===== config.mk =====
export PLATFORM = sky130hd
export DESIGN_NAME = touch_id_slot_tracker
export DESIGN_NICKNAME = d
export VERILOG_FILES = /design/src/sv/tidst_pkg.sv /design/src/sv/tidst_slot_table.sv /design/src/sv/touch_id_slot_tracker.sv
export SDC_FILE = /design/constraint.sdc
export NUM_CORES = 1
export LEC_CHECK = 0
export BUFFER_PORTS_ARGS = -buffer_cell sky130_fd_sc_hd__buf_2
export CAP_MARGIN = 25
export CELL_PAD_IN_SITES_DETAIL_PLACEMENT = 1
export CELL_PAD_IN_SITES_GLOBAL_PLACEMENT = 2
export CORE_MARGIN = 2
export CORE_UTILIZATION = 25
export DETAILED_ROUTE_END_ITERATION = 10
export HOLD_SLACK_MARGIN = 0.06
export PLACE_DENSITY = 0.47
export SYNTH_ARGS = -nofsm -noshare
export SYNTH_HDL_FRONTEND = slang
export SYNTH_SLANG_ARGS = --single-unit

===== constraint.sdc =====
create_clock -name i_clk -period 9.5 [get_ports i_clk]
set_clock_uncertainty 0.15 [all_clocks]
set_input_delay 0 -clock i_clk [delete_from_list [all_inputs] [get_ports i_clk]]
set_output_delay 0 -clock i_clk [all_outputs]
set_load 0.005 [all_outputs]

===== src/sv/tidst_pkg.sv =====
`default_nettype none

package tidst_pkg;

    // default number of contact slots
    localparam int SLOT_COUNT_DEF = 16;

    // field widths
    localparam int ID_W   = 32;
    localparam int POS_W  = 16;
    localparam int SLOT_W = 4;
    localparam int STAT_W = 3;
    localparam int OP_W   = 2;

    // touch actions
    localparam logic [OP_W-1:0] OP_DOWN   = 2'd0;
    localparam logic [OP_W-1:0] OP_MOVE   = 2'd1;
    localparam logic [OP_W-1:0] OP_UP     = 2'd2;
    localparam logic [OP_W-1:0] OP_CANCEL = 2'd3;

    // point status codes
    localparam logic [STAT_W-1:0] ST_PLACED   = 3'd0;
    localparam logic [STAT_W-1:0] ST_UPDATED  = 3'd1;
    localparam logic [STAT_W-1:0] ST_RELEASED = 3'd2;
    localparam logic [STAT_W-1:0] ST_UNKNOWN  = 3'd3;
    localparam logic [STAT_W-1:0] ST_FULL     = 3'd4;

    // input beat
    typedef struct packed {
        logic [OP_W-1:0]  opcode;
        logic [ID_W-1:0]  contact_id;
        logic [POS_W-1:0] pos_x;
        logic [POS_W-1:0] pos_y;
        logic             frame_last;
    } t_in_beat;

    // result beat
    typedef struct packed {
        logic [SLOT_W-1:0] slot_index;
        logic [STAT_W-1:0] point_status;
        logic [POS_W-1:0]  out_x;
        logic [POS_W-1:0]  out_y;
        logic              frame_end;
        logic              frame_empty;
    } t_out_beat;

    // slot table decision for one point
    typedef struct packed {
        logic              accepted;
        logic [STAT_W-1:0] status;
        logic [SLOT_W-1:0] slot_index;
    } t_slot_resp;

endpackage

`default_nettype wire


===== src/sv/tidst_slot_table.sv =====
`default_nettype none

module tidst_slot_table #(
    parameter int SLOT_COUNT = tidst_pkg::SLOT_COUNT_DEF
) (
    input  wire logic                        i_clk,
    input  wire logic                        i_rst_n,
    input  wire logic                        i_en,
    input  wire logic [tidst_pkg::OP_W-1:0]  i_op,
    input  wire logic [tidst_pkg::ID_W-1:0]  i_id,
    output tidst_pkg::t_slot_resp            o_resp
);
    import tidst_pkg::*;

    localparam int SIW = (SLOT_COUNT > 1) ? $clog2(SLOT_COUNT) : 1;

    logic [SLOT_COUNT-1:0] r_busy;
    logic [SLOT_COUNT-1:0] n_busy;
    logic [ID_W-1:0]       r_owner [SLOT_COUNT];

    logic [SLOT_COUNT-1:0] w_match;
    logic                  w_hit;
    logic [SIW-1:0]        w_hit_idx;
    logic                  w_free;
    logic [SIW-1:0]        w_free_idx;
    logic                  w_release;
    logic                  w_place;
    logic [SIW-1:0]        w_idx;
    logic [SIW+SLOT_W-1:0] w_idx_ext;

    // parallel id compare against every busy slot
    always_comb begin
        for (int s = 0; s < SLOT_COUNT; s++) begin
            w_match[s] = r_busy[s] && (r_owner[s] == i_id);
        end
    end

    // lowest matching slot and lowest free slot
    always_comb begin
        w_hit      = 1'b0;
        w_hit_idx  = '0;
        w_free     = 1'b0;
        w_free_idx = '0;
        for (int s = SLOT_COUNT - 1; s >= 0; s--) begin
            if (w_match[s]) begin
                w_hit     = 1'b1;
                w_hit_idx = SIW'(s);
            end
            if (!r_busy[s]) begin
                w_free     = 1'b1;
                w_free_idx = SIW'(s);
            end
        end
    end

    // decide what happens to the point
    always_comb begin
        w_release       = 1'b0;
        w_place         = 1'b0;
        w_idx           = '0;
        o_resp.accepted = 1'b0;
        o_resp.status   = ST_UNKNOWN;
        if (w_hit) begin
            o_resp.accepted = 1'b1;
            w_idx           = w_hit_idx;
            if ((i_op == OP_UP) || (i_op == OP_CANCEL)) begin
                w_release     = 1'b1;
                o_resp.status = ST_RELEASED;
            end else begin
                o_resp.status = ST_UPDATED;
            end
        end else if (i_op != OP_DOWN) begin
            o_resp.status = ST_UNKNOWN;
        end else if (w_free) begin
            w_place         = 1'b1;
            w_idx           = w_free_idx;
            o_resp.accepted = 1'b1;
            o_resp.status   = ST_PLACED;
        end else begin
            o_resp.status = ST_FULL;
        end
    end

    // slot number carries its low bits into the field
    assign w_idx_ext         = {{SLOT_W{1'b0}}, w_idx};
    assign o_resp.slot_index = w_idx_ext[SLOT_W-1:0];

    // busy bitmap update
    always_comb begin
        n_busy = r_busy;
        if (i_en && w_release) begin
            n_busy[w_hit_idx] = 1'b0;
        end
        if (i_en && w_place) begin
            n_busy[w_free_idx] = 1'b1;
        end
    end

    always_ff @(posedge i_clk) begin
        if (!i_rst_n) begin
            r_busy <= '0;
        end else begin
            r_busy <= n_busy;
        end
    end

    // owner id written when a slot is taken
    always_ff @(posedge i_clk) begin
        if (i_en && w_place) begin
            r_owner[w_free_idx] <= i_id;
        end
    end

endmodule

`default_nettype wire


===== src/sv/touch_id_slot_tracker.sv =====
// a point is held in the input register, then its result beat in the result register
// throughput: one point per cycle unless i_out_ready holds the result stage; the slot lookup,
//   free-slot search and bitmap update are combinational between input and result registers
// reset: synchronous, active low; all slots free, frame flag cleared,
//   both register stages empty
`default_nettype none

module touch_id_slot_tracker #(
    parameter int SLOT_COUNT = tidst_pkg::SLOT_COUNT_DEF
) (
    input  wire logic           i_clk,
    input  wire logic           i_rst_n,
    input  wire logic           i_in_valid,
    output logic                o_in_ready,
    input  wire tidst_pkg::t_in_beat i_in_data,
    output logic                o_out_valid,
    input  wire logic           i_out_ready,
    output tidst_pkg::t_out_beat o_out_data
);
    import tidst_pkg::*;

    logic       r_in_valid;
    t_in_beat   r_in;
    logic       r_out_valid;
    t_out_beat  r_out;
    logic       r_frame_acc;
    logic       n_frame_acc;

    logic       w_adv;
    logic       w_fire;
    t_slot_resp w_resp;
    t_out_beat  n_out;

    // handshake: result stage frees up when empty or being taken
    assign w_adv      = !r_out_valid || i_out_ready;
    assign w_fire     = r_in_valid && w_adv;
    assign o_in_ready = !r_in_valid || w_adv;

    // slot bookkeeping
    tidst_slot_table #(
        .SLOT_COUNT (SLOT_COUNT)
    ) u_slot_table (
        .i_clk   (i_clk),
        .i_rst_n (i_rst_n),
        .i_en    (w_fire),
        .i_op    (r_in.opcode),
        .i_id    (r_in.contact_id),
        .o_resp  (w_resp)
    );

    // result beat assembly and frame flag
    always_comb begin
        n_out.slot_index   = w_resp.slot_index;
        n_out.point_status = w_resp.status;
        n_out.out_x        = w_resp.accepted ? r_in.pos_x : '0;
        n_out.out_y        = w_resp.accepted ? r_in.pos_y : '0;
        n_out.frame_end    = r_in.frame_last;
        n_out.frame_empty  = r_in.frame_last && !(r_frame_acc || w_resp.accepted);
        n_frame_acc        = r_frame_acc;
        if (w_fire) begin
            n_frame_acc = r_in.frame_last ? 1'b0 : (r_frame_acc || w_resp.accepted);
        end
    end

    // input register
    always_ff @(posedge i_clk) begin
        if (!i_rst_n) begin
            r_in_valid <= 1'b0;
        end else if (i_in_valid && o_in_ready) begin
            r_in_valid <= 1'b1;
        end else if (w_adv) begin
            r_in_valid <= 1'b0;
        end
    end

    always_ff @(posedge i_clk) begin
        if (i_in_valid && o_in_ready) begin
            r_in <= i_in_data;
        end
    end

    // result register
    always_ff @(posedge i_clk) begin
        if (!i_rst_n) begin
            r_out_valid <= 1'b0;
            r_frame_acc <= 1'b0;
        end else begin
            r_frame_acc <= n_frame_acc;
            if (w_fire) begin
                r_out_valid <= 1'b1;
            end else if (i_out_ready) begin
                r_out_valid <= 1'b0;
            end
        end
    end

    always_ff @(posedge i_clk) begin
        if (w_fire) begin
            r_out <= n_out;
        end
    end

    assign o_out_valid = r_out_valid;
    assign o_out_data  = r_out;

endmodule

`default_nettype wire


### Word level (Yosys, flattened, before mapping)

Memories as Yosys holds them, arrays and structs flattened.
Cells that the tools add are included.

| operators by class | value |
|---|---|
| order comparisons | 4 |
| eq/ne operators | 18 |
| multiplexer cells | 89 |
| bitwise logic cells | 3 |
| reduce and logical (&&, ||, !) cells | 33 |

Operators with widths:

| cell | number |
|---|---|
| 32-bit == test | 16 |
| 4-bit two-way mux | 36 |
| 1-bit two-way mux | 46 |
| 16-bit two-way mux | 2 |
| 1-bit logical AND | 23 |
| 16-bit AND | 1 |
| 16-bit inverter | 1 |
| 16-bit OR | 1 |
| 4-bit by 5-bit < comparator with 1-bit output, second input constant | 2 |
| 1-bit demux with 4-bit select | 2 |
| 4-bit by 1-bit greater-or-equal comparator with 1-bit output, second input constant | 2 |
| 3-bit two-way mux | 2 |
| 2-bit nonzero test | 3 |
| 2-bit == test, second input constant | 2 |
| 1-bit logical OR | 4 |
| 1-bit logical NOT | 3 |
| 2-bit two-way mux | 1 |

| word-level totals | value |
|---|---|
| bits in registers | 127 |
| memory bits (writable) | 512 |
| bits of input ports | 71 |
| output and inout bits | 43 |
| word-level logic and storage cells | 163 |
| memories kept | 1 |

Memory list:

| memory | depth | width | read ports | clocked after memory_dff | wr ports | line | source |
|---|---|---|---|---|---|---|---|
| u_slot_table.r_owner | 16 | 32 | 16 | 0 | 1 | tidst_slot_table.sv:19 | `logic [ID_W-1:0] r_owner [SLOT_COUNT];` |

### Longest topological paths before layout

Gate-level depths: netlist of the first run.
An unclocked memory read counts as a cell.

| logic depth | value |
|---|---|
| depth after elaboration | 28 |
| depth in mapped cells | 12 |

### By module

Synthesis of the first run repeated with hierarchy kept, for this count alone.

| unflattened totals | value |
|---|---|
| cells, all modules | 1,848 |
| area, all modules | 27,750.4 um^2 |

Modules (own cells, without submodules):

| module | instances | cells an instance | area each (um^2) |
|---|---|---|---|
| tidst_slot_table | 1 | 1,690 | 24,150.7 |
| touch_id_slot_tracker | 1 | 158 | 3,599.7 |

### Least setup slack after synthesis of the first run

Ideal clock, no wire load.

| path | value |
|---|---|
| kind | flip-flop to flip-flop |
| start | reg r_in[61] in the netlist's numbering |
| end | mem u_slot_table.r_owner[11][0], enable pin |
| library setup time | 0.502 ns |
| arrival | 5.684 ns |
| path slack | 3.164 ns |
| stages on the path, launching flop included | 13 |
| cell sequence | edfxtp_1 buf_4 buf_6 xnor2_1 nand4_1 nor2_1 and4_1 or4b_4 and4b_1 buf_6 nand3_4 buf_6 nor4_1 |

| on the way | value |
|---|---|
| cells in the longest elaborated chain, start to end | 22 |
| elaborated cells between the ends (all ways) | 52 |

RTL lines:

| item | line | source |
|---|---|---|
| start, declared | touch_id_slot_tracker.sv:23 | `t_in_beat r_in;` |
| start signal, assigned | touch_id_slot_tracker.sv:78 | `r_in <= i_in_data;` |
| 32-bit == test | tidst_slot_table.sv:34 | `w_match[s] = r_busy[s] && (r_owner[s] == i_id);` |
| 1-bit logical AND | tidst_slot_table.sv:34 |  |
| 1-bit two-way mux (15 in series) | tidst_slot_table.sv:45 | `if (w_match[s]) begin` |
| 1-bit two-way mux * | tidst_slot_table.sv:45 |  |
| 1-bit two-way mux * | tidst_slot_table.sv:63 | `if (w_hit) begin` |
| 1-bit logical AND * | tidst_slot_table.sv:109 | `if (i_en && w_place) begin` |
| 1-bit two-way mux * | tidst_slot_table.sv:109 |  |
| 1-bit two-way mux (not written as such) * | tidst_slot_table.sv:110 | `r_owner[w_free_idx] <= i_id;` |
| end, declared | tidst_slot_table.sv:19 |  |

Mark *: on every way between the ends. The rest lies on a longest branch, timed or not.

### Worst setup path after layout of the first run

| path | value |
|---|---|
| start | reg r_in[59] in the netlist's numbering |
| end | mem u_slot_table.r_owner[10][14], enable pin |

Same word-level chain as after synthesis.

==> results of run 1 <==
how the worst max path moves through the flow:
stage	cells after the start	start	slack, ns	endpoint
finish	10	r_in[59]	4.63	u_slot_table.r_owner[10][14]
floorplan	12	r_in[61]	3.16	u_slot_table.r_owner[11][0]
global placement	11	r_in[61]	4.27	u_slot_table.r_busy[3]
detailed placement	10	r_in[59]	4.61	u_slot_table.r_owner[13][10]
CTS	10	r_in[60]	4.57	u_slot_table.r_owner[13][23]
global route	10	r_in[60]	4.36	u_slot_table.r_owner[13][23]
power groups by stage:
stage	Clock [mW]	Combinational [mW]	Sequential (mW)
2_1_floorplan	0	0.207	3.21
3_3_place_gp	0	0.386	3.20
3_5_place_dp	0	0.386	3.20
4_1_cts	3.13	0.433	3.14
5_1_grt	3.23	0.458	3.14
6_report	3.04	0.422	3.14
state kept, by name, indices dropped and copies added, names as in the netlist:
| name | flops |
|---|---|
| n_out | 1 |
| o_out_data | 41 |
| o_out_valid | 1 |
| r_frame_acc | 1 |
| r_in | 66 |
| r_in_valid | 1 |
| u_slot_table.r_busy | 16 |
| u_slot_table.r_owner | 512 |
cells by family (layout without fill, tap and decap cells):
kind of cell / after synthesis / count (layout) / share of synthesized area, %
and+or+nand+nor: 496 / 496 / 11.00
buffers and inverters: 89 / 471 / 2.632
AOI/OAI and AO/OA: 72 / 72 / 2.030
xor gates and xnor gates: 512 / 512 / 16.10
other: 0 / 7 / 0
muxes: 1 / 1 / 0.03594
DFF: 639 / 639 / 68.20
worst register-to-register path: stages (launching register included):
cell,delay (ns)
edfxtp_1,0.89
buf_4,0.47
xnor2_1,0.16
nand2_1,0.09
nor4b_1,0.07
and4_1,0.16
or4b_4,0.55
and4b_1,0.70
nand3_4,0.46
nor4_2,0.34
buf_4,0.44
cell usage in the layout, fill, tap and decap left out, drive strengths merged, types with 3 or more instances in the layout:
cell type / Yosys / final
and3: 4 / 4
nor3: 38 / 38
xnor2: 140 / 140
nor3b: 3 / 3
and4: 3 / 3
a211oi: 3 / 3
a41oi: 3 / 3
nor2b: 4 / 4
clkbuf: 6 / 107
nand4b: 15 / 15
or3: 6 / 6
edfxtp: 620 / 620
inv: 14 / 17
a21oi: 5 / 5
o221a: 8 / 8
nand4: 79 / 79
clkinv: 1 / 23
a31oi: 3 / 3
or4: 8 / 8
nand2: 42 / 42
xor2: 372 / 372
dlygate4sd3: 0 / 140
dfxtp: 19 / 19
bufinv: 0 / 9
and2: 35 / 35
nor2: 22 / 22
or3b: 3 / 3
o21ai: 17 / 17
nor4b: 10 / 10
nand2b: 6 / 6
nor4: 178 / 178
nand3: 33 / 33
buf: 68 / 174
a21boi: 3 / 3
a21o: 3 / 3
diode: 0 / 7
o311a: 4 / 4
o211a: 3 / 3
metrics by stage:
step | cell area, µm² | util [%]
final | 34140 | 30.85
after detailed placement | 30140 | 27.24
after floorplan | 27860 | -
after CTS | 34120 | 30.83
after global placement | 30140 | 27.23
after global routing | 34120 | 30.83
area by class of cell:
type / count / area (µm²) / area share, %
clock inverters: 35 / 424.2 / 1.242
diodes: 7 / 17.52 / 0.05131
well taps: 1488 / 1862 / 5.453
clock buffers: 107 / 2155 / 6.311
flip-flops and latches: 639 / 19000 / 55.65
multi-input cells: 1081 / 8205 / 24.03
inverters: 15 / 56.30 / 0.1649
repair buffers: 314 / 2422 / 7.095
metal layers:
layer | track usage (%) | wire length, µm | vias to the layer above | share of wire [%]
li1 | - | - | 7550 | -
met1 | 22.45 | 43820 | 8720 | 48
met2 | 25.38 | 42100 | 278 | 46
met3 | 2.431 | 2867 | 108 | 3.2
met4 | 4.426 | 2113 | 0 | 2.3
met5 | 0 | 0 | - | 0
synth_stat cells (3+ instances only):
| master | count | area, µm² |
|---|---|---|
| nor4_2 | 4 | 50.05 |
| a21oi_1 | 5 | 25.02 |
| o221a_2 | 4 | 45.04 |
| and3_1 | 4 | 25.02 |
| a21boi_0 | 3 | 22.52 |
| nand4b_1 | 15 | 131.4 |
| xor2_1 | 372 | 3258 |
| a41oi_1 | 3 | 26.28 |
| inv_1 | 14 | 52.55 |
| nor3_1 | 38 | 190.2 |
| nor2b_1 | 4 | 25.02 |
| nand2b_1 | 6 | 37.54 |
| nand3_1 | 31 | 155.2 |
| nand2_1 | 41 | 153.9 |
| or4_1 | 6 | 45.04 |
| a21o_1 | 3 | 22.52 |
| o211a_1 | 3 | 30.03 |
| nor4b_1 | 10 | 87.58 |
| or3b_2 | 3 | 26.28 |
| a211oi_1 | 3 | 22.52 |
| xnor2_1 | 140 | 1226 |
| nor3b_1 | 3 | 22.52 |
| nor2_1 | 21 | 78.83 |
| buf_6 | 39 | 439.2 |
| dfxtp_1 | 19 | 380.4 |
| buf_4 | 23 | 172.7 |
| o221a_1 | 3 | 33.78 |
| clkbuf_1 | 4 | 15.01 |
| or3_1 | 6 | 37.54 |
| nand4_1 | 77 | 481.7 |
| nor4_1 | 173 | 1082 |
| and2_1 | 35 | 219.0 |
| a31oi_1 | 3 | 18.77 |
| edfxtp_1 | 620 | 18620 |
| o21ai_0 | 17 | 85.08 |
| buf_2 | 5 | 25.02 |
| o311a_1 | 4 | 40.04 |
==> qor.txt, run 1 <==
PostCTS Resize Cnt: 0
Row cnt: 122
Buf/Inv on CP: 2
Outcome: completed
Final Max Slew Viols: 0
Dpl ws: 4.607 ns
Final net count: 2200
Clk pwr share: 46.1%
Worst setup SP type: register
Comb pwr share: 6.4%
Dpl hpwl: 54870 µm
Final Total Pwr: 6.599 mW
P_leak: 10.97 nW
Post-synth ARST share: 0%
Worst path max stage delay: 0.89 ns
Tightest Pin Transition: 1.021 ns
Via density: 4.519
Die Height: 337.8 µm
Final WS setup: 4.628 ns
CTS Root Cell: clkbuf_16
Longest Clk Path Bufs: 3
Cts bufs inserted: 78
H-Tree Depth: 3
Max-cap violation count: 0
Final setup violation count: 0
Setup bufs post-CTS: 0
Post-synthesis sequential area ratio: 68.20%
Hold WS: 0.2748 ns
Hold Crit Class: primary input to register
CTS clk-pin slew, worst paths: 0.06 ns
VDD IR max: 0.1223 mV
Main synth FF type: edfxtp_1
Fmax: 205.3 MHz
Vias in the first global route: 17.63k
Crit-path most repeated cell: buf_4
Internal power: 5.096 mW
Synth Net Count: 1880
DRC violations left: 0
Seq pwr share: 47.6%
Worst Hold Launch: i_rst_n
Worst reg2reg path startpoint: r_in[59]
Initial antenna violation count: 3
DR WL/cell: 24.66 µm
Drt pass-1 iters: 7
Worst r2r path cells: 10
Final worst path period need: 4.872 ns
First-pass GRT wire length: 129500 µm
Layout cells sized above 1: 14.97%
CP required: 9.62 ns
Sw Share: 22.78%
Net Switching: 1.503 mW
Layout area overhead: 22.56%
Clk Latency, worst-skew pair: 0.64 ns
Core area: 110700 µm²
Post-route ant nets: 0
Largest net degree at the start of global routing: 68
First DRT Iteration DRCs: 1101
Critical path cell sequence: buf_4 -> xnor2_1 -> nand2_1 -> nor4b_1 -> and4_1 -> or4b_4 -> and4b_1 -> nand3_4 -> nor4_2 -> buf_4
Warning count from the yosys run: 0
R2R Path End: u_slot_table.r_owner[10][14]
FF-to-FF setup slack: 4.63 ns
Final Hold Viols: 0
Total track usage: 15.93%
Critical path peak fanout: 32
Placed Cells incl. Taps: 3397
Post-synth EDFFs: 620
WHS Endpoint: u_slot_table.r_busy[1]
Yosys reg bits: 639
Post-Synthesis Cell Area: 27860 µm²
Synth Instances: 1809
Worst setup path class: register to register
Top delay family on crit path: simple AND/OR/NAND/NOR gates
Io pins: 114
Grt ovf: 0
Initial Util: 25.17%
Element type at the critical path end: register
Cell area power density: 193.3 nW/µm²
DIE AREA: 114100 µm²
Slowest-stage cell, CP: edfxtp_1
Setup TNS: 0 ns
CTS tree: done
Max_slew headroom: 31.95%
Hold path cells: 3
Routed wire length: 90900 µm
RSZ-0062 raised after global routing: false
Cell variety after synth: 73
Port bufs: 113
Filler cells: 11.69k
Final worst-path cycle share: 51.28%
Synthesized area per cell: 15.40 µm²
Post-CTS Hold Fix Bufs: 140
Final Instance Count excl. Fillers: 3686
Final Wtd Congestion: 0.7802
Vias: 16.66k
# clock sinks: 639
Worst path arrival time: 4.99 ns
Die W: 337.8 µm
Note: power is estimated with default switching activity, not from simulation.
==> run 2, diff against run 1 <==
- PLACE_DENSITY: 0.47 -> 0.48
- clock period: 9.5 -> 4.1 ns (I/O delays scaled with it)
==> qor.txt, run 2 (same netlist as run 1, synthesis figures left out) <==
Outcome: completed
Final worst path period need: 4.010 ns
Final Max Slew Viols: 0
Final Instance Count excl. Fillers: 3794
Row cnt: 122
Via density: 4.493
Worst setup SP type: register
First DRT Iteration DRCs: 1015
Port bufs: 113
Drt pass-1 iters: 5
Placed inst area: 31840 µm²
Worst setup path class: register to register
Max-cap violation count: 0
Clk Latency, worst-skew pair: 0.64 ns
Final net count: 2317
Initial Util: 25.17%
DR WL/cell: 24.24 µm
H-Tree Depth: 3
Element type at the critical path end: register
Die W: 337.8 µm
Dpl hpwl: 63090 µm
Internal power: 11.57 mW
Final instance area: 35900 µm²
Final worst-path cycle share: 97.80%
Net Switching: 3.488 mW
Highest-count cells in the layout ignoring fill and taps: 620 x edfxtp_1, 372 x xor2_1, 159 x nor4_1
Hold Crit Class: primary input to register
Critical path peak fanout: 12
CTS tree: done
Placed Cells incl. Taps: 3495
Filler cells: 11.51k
Longest Clk Path Bufs: 3
Register area: 19000 µm²
Layout cells sized above 1: 19.48%
DIE AREA: 114100 µm²
Comb pwr share: 7.5%
Seq pwr share: 48.3%
CTS Root Cell: clkbuf_16
Layout area overhead: 28.86%
CTS clk-pin slew, worst paths: 0.06 ns
Final Hold Viols: 0
Max_slew headroom: 33.56%
Routed wire length: 91960 µm
P_leak: 11.86 nW
Initial antenna violation count: 3
CP required: 4.33 ns
Die Height: 337.8 µm
Clk pwr share: 44.2%
Max reg flops: 512
Multi-input gate area: 8384 µm²
Vias in the first global route: 18.37k
Most common cell after layout, fill and taps aside: edfxtp_1
Reg with most FFs: u_slot_table.r_owner
Io pins: 114
Total track usage: 16.15%
Largest net degree at the start of global routing: 68
Layout Utilization: 32.44%
Core area: 110700 µm²
Cell area power density: 419.5 nW/µm²
First-pass GRT wire length: 132700 µm
Grt ovf: 0
Worst path arrival time: 4.24 ns
Hold WS: 0.2352 ns
Post-route ant nets: 0
Fmax: 249.4 MHz
DRC violations left: 0
VDD IR max: 0.2656 mV
Final setup violation count: 0
Cts bufs inserted: 77
Final Wtd Congestion: 0.8037
Vias: 17.05k
# clock sinks: 639
Tightest Pin Transition: 0.9966 ns
Sw Share: 23.16%
[run 2: layer usage]
layer	global-route usage, %	vias to the layer above	share of wire, %
li1	-	7777	-
met5	0	-	0
met1	22.28	8910	47
met3	2.225	118	2.5
met4	4.265	0	2.4
met2	26.58	242	48
[run 2: cell type report]
cell class | instances | share of cell area (%)
Tap cell | 1488 | 5.187
Inverter | 15 | 0.1569
Multi-Input combinational cell | 1081 | 23.36
Antenna cell | 1 | 0.006971
Sequential cell | 639 | 52.93
Clock buffer | 104 | 5.825
Clock inverter | 34 | 0.8575
Timing Repair Buffer | 432 | 11.68
[run 2: worst max-delay path: stages, from the launching register on]
cell	delay [ns]
edfxtp_1	0.50
buf_4	0.19
xor2_1	0.15
buf_4	0.14
nor4_1	0.24
nand4_1	0.17
nor4_1	0.71
buf_4	0.25
or4b_4	0.13
and4b_1	0.23
nand3_4	0.21
buf_4	0.23
nor4_4	0.06
buf_4	0.18
buf_4	0.19
[run 2: power groups by stage]
stage          Sequential [mW]  Combinational (mW)  Clock (mW)
6_report                  7.28                1.12        6.66
3_3_place_gp              7.42                1.01           0
4_1_cts                   7.28                1.13        6.91
5_1_grt                   7.28                1.21        7.10
2_1_floorplan             7.44               0.491           0
3_5_place_dp              7.42                1.02           0
[run 2: path summary, 6_finish.rpt]
kind                               start                            to  slack, ns  cells after the start
worst max-delay path            r_in[62]  u_slot_table.r_owner[10][31]       0.09                     14
worst min-delay path             i_rst_n        u_slot_table.r_busy[1]       0.24                      3
worst max register to register  r_in[62]  u_slot_table.r_owner[10][31]       0.09                     14
worst min register to register  n_out[1]                 o_out_data[1]       0.33                      0
[run 2: per-stage QoR]
step                setup WS [ns]  power, mW  setup TNS (ns)
detailed placement        -0.1504      8.437          -6.419
floorplan                 -0.4447      7.931         -117.11
global placement          -0.1570      8.430          -35.26
CTS                       0.01116      15.32               0
finish                    0.09022      15.06               0
global route             -0.02123      15.59         -0.1619
[run 2: what timing repair did]
action	in CTS	in global routing
endpoints found under the setup margin	160	420
cloned	0	0
hold buffers	141	0
gates resized for setup	1	12
buffers inserted	5	14
pin swaps	2	5
hold endpoints to repair	86	0
==> run 3, diff against run 2 <==
- CORE_MARGIN: 2 -> 5
==> qor.txt, run 3 (same netlist as run 1, synthesis figures left out) <==
Final Total Pwr: 15.46 mW
Hold path cells: 3
Worst setup SP type: register
Worst setup path class: register to register
Routed wire length: 92710 µm
H-Tree Depth: 3
Final Max Slew Viols: 0
Core area: 110700 µm²
CTS Root Cell: clkbuf_16
Final WS setup: 0.09448 ns
RSZ-0062 raised after global routing: false
Setup TNS: 0 ns
Total track usage: 15.49%
Final net count: 2299
Most common cell after layout, fill and taps aside: edfxtp_1
Vias: 17.11k
Initial Util: 25.17%
M3 GR Usage: 1.988%
Max-cap violation count: 0
DIE AREA: 118200 µm²
Post-route ant nets: 0
Vias in the first global route: 18.02k
# clock sinks: 639
Outcome: completed
Grt ovf: 0
Final Instance Count excl. Fillers: 3783
Placed Cells incl. Taps: 3481
Final Wtd Congestion: 0.8070
Element type at the critical path end: register
Tightest Pin Transition: 0.8538 ns
Dpl ws: -0.09915 ns
Critical path peak fanout: 31
Largest net degree at the start of global routing: 68
Filler cells: 11.55k
P_leak: 11.81 nW
Max reg flops: 512
Final worst-path cycle share: 97.70%
GRT met2 Usage: 25.40%
Layout area overhead: 28.33%
Final worst path period need: 4.006 ns
DR WL/cell: 24.51 µm
Worst path arrival time: 4.24 ns
GRT busiest layer: met2
Die Height: 343.8 µm
Cts bufs inserted: 78
VDD IR max: 0.2740 mV
Max_slew headroom: 42.33%
Register area: 19000 µm²
Final Hold Viols: 0
Hold WS: 0.2185 ns
DRC violations left: 0
Die W: 343.8 µm
CTS tree: done
First-pass GRT wire length: 132400 µm
Clk Latency, worst-skew pair: 0.66 ns
Port bufs: 113
Cell area power density: 432.5 nW/µm²
Io pins: 114
Reg with most FFs: u_slot_table.r_owner
Hold Crit Class: primary input to register
Worst r2r path cells: 13
CTS clk-pin slew, worst paths: 0.06 ns
Row cnt: 122
Initial antenna violation count: 2
Layout cells sized above 1: 19.31%
Multi-input gate area: 8328 µm²
Fmax: 249.7 MHz
Drt pass-1 iters: 4
Highest-count cells in the layout ignoring fill and taps: 620 x edfxtp_1, 372 x xor2_1, 165 x nor4_1
Final setup violation count: 0
CP required: 4.34 ns
Met1 GRT Util: 22.01%
Dpl hpwl: 62440 µm
Longest Clk Path Bufs: 3
First DRT Iteration DRCs: 1027
Via density: 4.524
run 3: stage by stage:
stage | instance area, µm² | utilization [%]
after CTS | 35630 | 32.20
after floorplan | 28090 | -
after global placement | 31570 | 28.53
final | 35750 | 32.30
after global routing | 35750 | 32.30
after detailed placement | 31570 | 28.53
run 3: final cells by class:
| class | count | share of cell area [%] |
|---|---|---|
| Clock inverter | 52 | 1.530 |
| Antenna cell | 1 | 0.007000 |
| Tap cell | 1488 | 5.208 |
| Multi-Input combinational cell | 1081 | 23.30 |
| Clock buffer | 94 | 5.800 |
| Sequential cell | 639 | 53.14 |
| Inverter | 15 | 0.1575 |
| Timing Repair Buffer | 413 | 10.86 |
run 3: routing by layer:
layer | share of wire [%] | vias up
met3 | 2.4 | 112
met5 | 0 | -
met4 | 2.0 | 0
met2 | 48 | 258
li1 | - | 7752
met1 | 48 | 8991
run 3: where the power goes:
group,internal [mW],total (mW),switching (mW)
logic,0.421,1.10,0.680
registers,7.24,7.28,0.0386
clock network,4.20,7.08,2.88
total,11.9,15.5,3.60
run 3: critical path, stage by stage, from the launching register on:
cell and delay [ns]:
edfxtp_1 0.46, buf_4 0.20, buf_4 0.23, xor2_1 0.21
nor4_1 0.39, nand4_1 0.17, nor4_2 0.46, buf_4 0.22
and4b_4 0.21, and4b_1 0.21, nand3_4 0.15, buf_4 0.32
nor3_4 0.11, buf_12 0.21
run 3: what timing repair did:
item                                   CTS  global route
setup buffers                            1            12
gates cloned                             0             0
hold buffers                           142             0
endpoints found under the hold margin  153             0
setup endpoints to repair              324           358
gates resized for setup                  2             3
pin swaps                                1             4
run 3: final timing paths:
check / start / end / slack (ns)
setup / recovery: r_in[45] / u_slot_table.r_owner[7][3] / 0.09
hold / removal: i_rst_n / u_slot_table.r_busy[9] / 0.22
setup reg to reg: r_in[45] / u_slot_table.r_owner[7][3] / 0.09
hold reg to reg: n_out[1] / o_out_data[1] / 0.34
